**src/rtl/nppr_pkg.sv**
```systemverilog
package nppr_pkg;

    localparam int FRAC_BITS_DEF = 16;

    localparam int CFG_ADDR_W = 3;
    localparam int CFG_DATA_W = 48;

    localparam logic [CFG_ADDR_W-1:0] CFG_NOISE_SD    = 3'd0;
    localparam logic [CFG_ADDR_W-1:0] CFG_PRIOR_MEAN  = 3'd1;
    localparam logic [CFG_ADDR_W-1:0] CFG_PRIOR_SD    = 3'd2;
    localparam logic [CFG_ADDR_W-1:0] CFG_OBS_SUM     = 3'd3;
    localparam logic [CFG_ADDR_W-1:0] CFG_OBS_COUNT   = 3'd4;

    typedef enum logic [3:0] {
        OP_NONE,
        OP_ACCEPT,
        OP_LOAD,
        OP_MUL,
        OP_NUM,
        OP_ZERO_DEN,
        OP_DIV_MEAN,
        OP_MEAN_FIX,
        OP_DIV_VAR,
        OP_SQRT,
        OP_SD_FIX,
        OP_DRAW,
        OP_ACCUM,
        OP_OUT
    } dp_op_t;

    typedef enum logic [2:0] {
        MS_NN2,
        MS_PP2,
        MS_DEN,
        MS_T1,
        MS_T2,
        MS_VNUM,
        MS_DRAW
    } mul_sel_t;

    typedef struct packed {
        dp_op_t   op;
        mul_sel_t sel;
    } dp_cmd_t;

    typedef struct packed {
        logic mul_done;
        logic div_done;
        logic sqrt_done;
        logic den_zero;
    } dp_status_t;

    typedef enum logic [4:0] {
        ST_IDLE,
        ST_LOAD,
        ST_NN2,
        ST_PP2,
        ST_DEN,
        ST_T1,
        ST_T2,
        ST_NUM,
        ST_ZD,
        ST_DIVM,
        ST_MFIX,
        ST_VMUL,
        ST_DIVV,
        ST_SQRT,
        ST_SDFIX,
        ST_DMUL,
        ST_DRAW,
        ST_ACCUM,
        ST_OUT
    } ctrl_state_t;

endpackage

```
**src/rtl/nppr_ctrl.sv**
```systemverilog
module nppr_ctrl (
    input  logic                clk,
    input  logic                rst_n,
    input  logic                in_valid,
    input  logic                start_chain,
    output logic                in_stall,
    output logic                out_valid,
    input  logic                out_stall,
    output nppr_pkg::dp_cmd_t   cmd,
    input  nppr_pkg::dp_status_t status
);
    import nppr_pkg::*;

    ctrl_state_t state_reg, state_next;
    logic        after_start_reg, after_start_next;
    logic        out_valid_reg, out_valid_next;
    ctrl_state_t ret_state;

    always_ff @(posedge clk or negedge rst_n)
    begin
        if (!rst_n)
        begin
            state_reg       <= ST_IDLE;
            after_start_reg <= 1'b0;
            out_valid_reg   <= 1'b0;
        end
        else
        begin
            state_reg       <= state_next;
            after_start_reg <= after_start_next;
            out_valid_reg   <= out_valid_next;
        end
    end

    // The posterior update runs once after a chain restart and once after the draw.
    assign ret_state = after_start_reg ? ST_DMUL : ST_OUT;

    always_comb
    begin
        state_next       = state_reg;
        after_start_next = after_start_reg;
        cmd.op           = OP_NONE;
        cmd.sel          = MS_NN2;
        unique case (state_reg)
            ST_IDLE:
            begin
                if (in_valid)
                begin
                    cmd.op           = OP_ACCEPT;
                    after_start_next = start_chain;
                    state_next       = start_chain ? ST_LOAD : ST_DMUL;
                end
            end
            ST_LOAD:
            begin
                cmd.op     = OP_LOAD;
                state_next = ST_NN2;
            end
            ST_NN2:
            begin
                cmd.op  = OP_MUL;
                cmd.sel = MS_NN2;
                if (status.mul_done)
                    state_next = ST_PP2;
            end
            ST_PP2:
            begin
                cmd.op  = OP_MUL;
                cmd.sel = MS_PP2;
                if (status.mul_done)
                    state_next = ST_DEN;
            end
            ST_DEN:
            begin
                cmd.op  = OP_MUL;
                cmd.sel = MS_DEN;
                if (status.mul_done)
                    state_next = ST_T1;
            end
            ST_T1:
            begin
                cmd.op  = OP_MUL;
                cmd.sel = MS_T1;
                if (status.mul_done)
                    state_next = ST_T2;
            end
            ST_T2:
            begin
                cmd.op  = OP_MUL;
                cmd.sel = MS_T2;
                if (status.mul_done)
                    state_next = ST_NUM;
            end
            ST_NUM:
            begin
                cmd.op     = OP_NUM;
                state_next = status.den_zero ? ST_ZD : ST_DIVM;
            end
            ST_ZD:
            begin
                cmd.op     = OP_ZERO_DEN;
                state_next = ret_state;
            end
            ST_DIVM:
            begin
                cmd.op = OP_DIV_MEAN;
                if (status.div_done)
                    state_next = ST_MFIX;
            end
            ST_MFIX:
            begin
                cmd.op     = OP_MEAN_FIX;
                state_next = ST_VMUL;
            end
            ST_VMUL:
            begin
                cmd.op  = OP_MUL;
                cmd.sel = MS_VNUM;
                if (status.mul_done)
                    state_next = ST_DIVV;
            end
            ST_DIVV:
            begin
                cmd.op = OP_DIV_VAR;
                if (status.div_done)
                    state_next = ST_SQRT;
            end
            ST_SQRT:
            begin
                cmd.op = OP_SQRT;
                if (status.sqrt_done)
                    state_next = ST_SDFIX;
            end
            ST_SDFIX:
            begin
                cmd.op     = OP_SD_FIX;
                state_next = ret_state;
            end
            ST_DMUL:
            begin
                cmd.op  = OP_MUL;
                cmd.sel = MS_DRAW;
                if (status.mul_done)
                    state_next = ST_DRAW;
            end
            ST_DRAW:
            begin
                cmd.op     = OP_DRAW;
                state_next = ST_ACCUM;
            end
            ST_ACCUM:
            begin
                cmd.op           = OP_ACCUM;
                after_start_next = 1'b0;
                state_next       = ST_NN2;
            end
            ST_OUT:
            begin
                if (!out_valid_reg || !out_stall)
                begin
                    cmd.op     = OP_OUT;
                    state_next = ST_IDLE;
                end
            end
            default:
            begin
                state_next = ST_IDLE;
            end
        endcase
    end

    always_comb
    begin
        if (cmd.op == OP_OUT)
            out_valid_next = 1'b1;
        else if (out_valid_reg && !out_stall)
            out_valid_next = 1'b0;
        else
            out_valid_next = out_valid_reg;
    end

    assign in_stall  = (state_reg != ST_IDLE);
    assign out_valid = out_valid_reg;

endmodule

```
**config.mk**
```make
export PLATFORM = sky130hd
export DESIGN_NAME = nppr_ctrl
export DESIGN_NICKNAME = d
export VERILOG_FILES = /design/src/rtl/nppr_pkg.sv /design/src/rtl/nppr_ctrl.sv
export SDC_FILE = /design/constraint.sdc
export NUM_CORES = 1
export LEC_CHECK = 0
export BUFFER_PORTS_ARGS = -buffer_cell sky130_fd_sc_hd__buf_2
export CORE_MARGIN = 4
export CORE_UTILIZATION = 45
export DETAILED_ROUTE_END_ITERATION = 12
export GPL_TIMING_DRIVEN = 0
export HOLD_SLACK_MARGIN = 0.02
export PLACE_DENSITY = 0.68
export SLEW_MARGIN = 20
export SYNTH_ARGS = -nofsm -noshare
export SYNTH_HDL_FRONTEND = slang
export SYNTH_SLANG_ARGS = --single-unit
```
**constraint.sdc**
```tcl
create_clock -name clk -period 2.2 [get_ports clk]
set_input_delay 0.11 -clock clk [delete_from_list [all_inputs] [get_ports clk]]
set_output_delay 0.11 -clock clk [all_outputs]
set_load 0.01 [all_outputs]
```
======== Word level (Yosys, flattened, before mapping) ========
Cells that the tools add are included.
storage, ports and cells
  flip-flop bits (word level) ............. 7
  output and inout port bits .............. 9
  word-level logic and storage cells ...... 71
cells by class
  equal/unequal tests ..................... 31
  multiplexer cells ....................... 24
  reduce and logical (&&, ||, !) cells .... 13
operators by type and width
  operator                                                          count
  5-bit case mux with 17 select lines                               1
  5-bit two-way mux                                                 13
  4-bit case mux with 13 select lines                               1
  5-bit by 4-bit == test with 1-bit output (second input constant)  8
  2-bit != test (second input constant)                             12
  5-bit by 3-bit == test with 1-bit output (second input constant)  4
  3-bit case mux with 6 select lines                                1
  5-bit == test (second input constant)                             3
  12-bit AND reduction                                              1
  5-bit by 2-bit == test with 1-bit output (second input constant)  2
  4-bit two-way mux                                                 2
  7-bit OR reduction                                                1
  5-bit by 1-bit == test with 1-bit output (second input constant)  1
  5-bit logical NOT                                                 1
  1-bit two-way mux                                                 5
  5-bit nonzero test                                                1
  4-bit == test (second input constant)                             1
  2-bit nonzero test                                                2
  2-bit OR reduction                                                2
  1-bit logical NOT                                                 2
  1-bit case mux with 2 select lines                                1
  2-bit AND reduction                                               1
  1-bit logical AND                                                 1
  1-bit logical OR                                                  1

======== Logic depth before layout (Yosys ltp) ========
  depth in word-level cells ............... 6
  gate-level depth with buffers ........... 7
  mapped depth without buffers ............ 5

======== Least setup slack after synthesis ========
No wires, ideal clock.
  path kind ............................... reg2reg
  start ................................... reg state_reg[3]
  end ..................................... reg state_reg[0]
  data arrival time ....................... 1,863 ps
  required time ........................... 2,075 ps
  slack ................................... 212 ps
  stages on the path, launching flop included .. 8
  path buffers ............................ 2
  cells stage by stage .................... dfrtp_1 > buf_2 > or2_1 > or4_4 > o21ai_2 > or2_1 > buf_6 > mux2_4
between the ends
  longest elaborated chain between the ends .. 3
  elaborated cells between the ends (all ways) .. 35
  those cells by class .................... eq/ne (30); mux (1); reduce/logical (4)
RTL lines
  element                                                                      line             source
  start, declared                                                              nppr_ctrl.sv:14  ctrl_state_t state_reg, state_next;
  start signal, assigned                                                       nppr_ctrl.sv:29  state_reg <= state_next;
  5-bit == test, or another cell as far along                                  nppr_ctrl.sv:44  unique case (state_reg)
  2-bit OR reduction (no line) or 2-bit != test (tied branches)                --
  5-bit case mux with 17 select lines or 12-bit AND reduction (tied branches)  --
Parallel ways exist; a longest one is shown, timed or not.
A chain may end at the register's enable or synchronous reset.

======== Worst setup path after layout ========
Ends and elaborated chain as after synthesis.

==> impl_metrics.tcl <==
set metrics [dict create \
    worstPathRequired_ns 2.33 \
    core_area_um2 1577 \
    synthArstFlopShare_pct 100.0 \
    cp_max_fo 10 \
    fin_skew_ns 0.004579 \
    pin_count 18 \
    max-slew-margin-rel_pct 70.69 \
    initial_core_util_pct 50.00 \
    worst_slew_pin_slew_ns 0.4396 \
    synth_compound_area_share_pct 33.65 \
    ys_types 42 \
    slowest_stage "or4_4" \
    synthMuxAreaShare_pct 5.873 \
    clk_path_buf_depth 2 \
    clk_pin_slew_worst_paths_ns 0.05 \
    syn_avg_cell_area_um2 7.367 \
    place_ws_ns 0.1045 \
    cts.htree.levels 1 \
    rows 14 \
    layout_worst_path_cycle_share_pct 95.51 \
    cp_cell_sequence "buf_2 > or2_1 > or4_4 > o21ai_2 > or2_1 > buf_6 > mux2_4" \
    die-width_um 49.86 \
    drtIter0Drc 49 \
    drcViolationCount 0 \
    worst_slack_ns 0.09876 \
    synthXorXnorAreaFrac_pct 1.111 \
    p_leak_nw 0.3994 \
    r2r-start "state_reg[3]" \
    r2r_slack_ns 0.1 \
    ys_warn_count 0 \
    cts_tree "yes" \
    cp_common_cell "or2_1" \
    num-nets-final 139 \
    critPathKind "reg -> reg" \
    crit_cells 7 \
    grt_usage_pct 18.32 \
    die-area_um2 2486 \
    rr_endpoint "state_reg[0]" \
    routed-via-count 905 \
    peakVddDrop_uv 803.6 \
    yosys.area_share.adder_pct 1.270 \
    fmax_ghz 0.4759 \
    largest_register_ffs 5 \
    final_core_util_pct 59.60 \
    cts_sinks 7 \
    critPathMaxStageDelay_ns 0.44 \
    wl_per_cell_um 15.18 \
    vias_per_cell 6.241 \
    hpwl_mm 1.703 \
    drv_cap 0 \
    grt_overflow 0 \
    cp-start-kind "flip-flop" \
    outcome "complete, no violations" \
    syn_area_um2 788.3 \
    seq_area_frac_synth_pct 22.22 \
    ys_ff_latch 7 \
    numCtsBuffers 3 \
    portBuffers 17 \
    path_delay_family "simple AND/OR/NAND/NOR gates" \
    fin_tns_setup_ns 0 \
    cp-startpoint "state_reg[3]" \
    worstSetupEndpointType "flip-flop" \
    hold_class "in -> reg" \
    antenna_left 0 \
    area_delta_synth_final_pct 19.21 \
    synth_edf_count 0 \
    dieHeight_um 49.86 \
    antenna_found_initial 0 \
    finalCriticalPeriod_ns 2.101 \
    synth_top_family_by_area "compound AO/OA/AOI/OAI gates" \
    clock_tree.root_cell "clkbuf_4" \
    setup_viol_count_final 0 \
    synthSimpleGateAreaFrac_pct 25.87 \
    synth_nets 116 \
    finalMaxSlewViolations 0 \
    grt_first_pass_wirelength_mm 3.519 \
    diodes 0 \
    clk_latency_ns 0.25 \
    grt_max_degree 11 \
    powerDensity_nw_per_um2 1618 \
    critPathArrivalTime_ns 2.24 \
    n_fill_cell 145 \
    grt_pass1_vias 784 \
    worst_r2r_path_depth 7 \
    finalHoldViolations 0 \
    post_cts_buffers 0 \
    first_pass_iters 4 \
    place_congestion 0.9022 \
    synth_ff_type "dfrtp_1" \
    netlist_instances 107 \
    crit_path_end "state_reg[0]" \
    routed_wl_mm 2.201 \
    rsz0062_at_grt "no" \
    crit_buf_inv 2 \
    drive_above_1_share_pct 27.91 \
]
-- placed cells by master, fill, tap and decap left out, types with 2 or more instances in the layout --
cell type	count
dfrtp_1	7
clkbuf_4	3
nand2b_1	4
clkbuf_2	2
o21ai_0	8
nor4_1	3
a21oi_1	12
o22ai_1	4
inv_1	6
nor3_1	3
a211oi_1	3
o22a_1	2
buf_2	21
or4_1	2
or2_1	3
clkbuf_1	4
mux2i_1	2
nand2_1	6
o31ai_1	2
nor2_1	8
-- worst reg2reg max path: cells and delay by family (launching register included) --
kind,cells,cell delay (ns)
buffers and inverters,2,0.29
AOI/OAI and AO/OA,1,0.21
and+or+nand+nor,3,0.85
muxes,1,0.29
DFF,1,0.35
-- per-layer routing --
layer / GRT usage (%) / vias up / share of wire, %
met5: 0 / - / 0
met4: 5.069 / 0 / 0
met3: 4.217 / 0 / 8.5
met2: 28.19 / 43 / 48
met1: 25.41 / 410 / 43
li1: - / 452 / -
-- what timing repair did --
| item | CTS | global route |
|---|---|---|
| endpoints found under the setup margin | 1 | 3 |
| gates resized for setup | 1 | 4 |
| hold endpoints to repair | 7 | 0 |
| hold buffers | 1 | 0 |
| pin swaps | 0 | 0 |
-- per-stage QoR --
stage,area [µm²],power (mW),cells,hold slack (ns)
3_5_place_dp,893.4,1.386,140,-0.05430
4_1_cts,930.9,1.509,145,0.1366
2_1_floorplan,788.3,1.094,107,-0.1856
6_report,939.7,1.520,145,0.1387
5_1_grt,939.7,1.658,145,0.1568
3_3_place_gp,893.4,1.376,140,-0.05548
-- final cells by class --
cell class	instances	area (µm²)	share of cell area [%]
Clock buffer	4	26.28	2.796
Inverter	6	22.52	2.397
Multi-Input combinational cell	83	540.5	57.52
Buffer	11	60.06	6.391
Timing Repair Buffer	18	95.09	10.12
Sequential cell	7	175.2	18.64
Tap cell	16	20.02	2.130
-- cells by family (layout without fill, tap and decap cells) --
logic type,count (synthesis),after routing
multiplexers,4,4
AO/OA/AOI/OAI,41,41
AND/OR/NAND/NOR,36,36
XOR/XNOR,1,1
flip-flops,7,7
adder cells (fa/ha/maj),1,1
buffers and inverters,17,39
-- how the worst min path moves through the flow --
stage | from | end | slack [ns] | depth (start not counted)
floorplan | rst_n | after_start_reg | -0.19 | 0
global placement | rst_n | state_reg[1] | -0.06 | 1
detailed placement | rst_n | state_reg[2] | -0.05 | 1
global route | out_stall | out_valid | 0.16 | 3
CTS | out_stall | out_valid | 0.14 | 3
finish | out_stall | out_valid | 0.14 | 3
-- synthesized netlist by cell type (2+ instances only) --
cell	count	share of area, %
nand2b_1	4	3.2
mux2i_1	2	2.5
nand2_1	6	2.9
a21oi_1	12	7.6
o22ai_1	4	3.2
o22a_1	2	2.2
buf_1	2	0.95
o31ai_1	2	1.9
or4_1	2	1.9
a211oi_1	3	2.9
dfrtp_1	7	22
or2_1	3	2.4
clkbuf_1	4	1.9
nor4_1	3	2.4
nor3_1	3	1.9
o21ai_0	8	5.1
nor2_1	8	3.8
inv_1	6	2.9
buf_2	3	1.9
-- power breakdown --
group	switching, mW	internal, mW
Sequential	0.0458	0.184
Clock	0.0439	0.0690
Combinational	0.674	0.503
(Power assumes the default switching activity.)
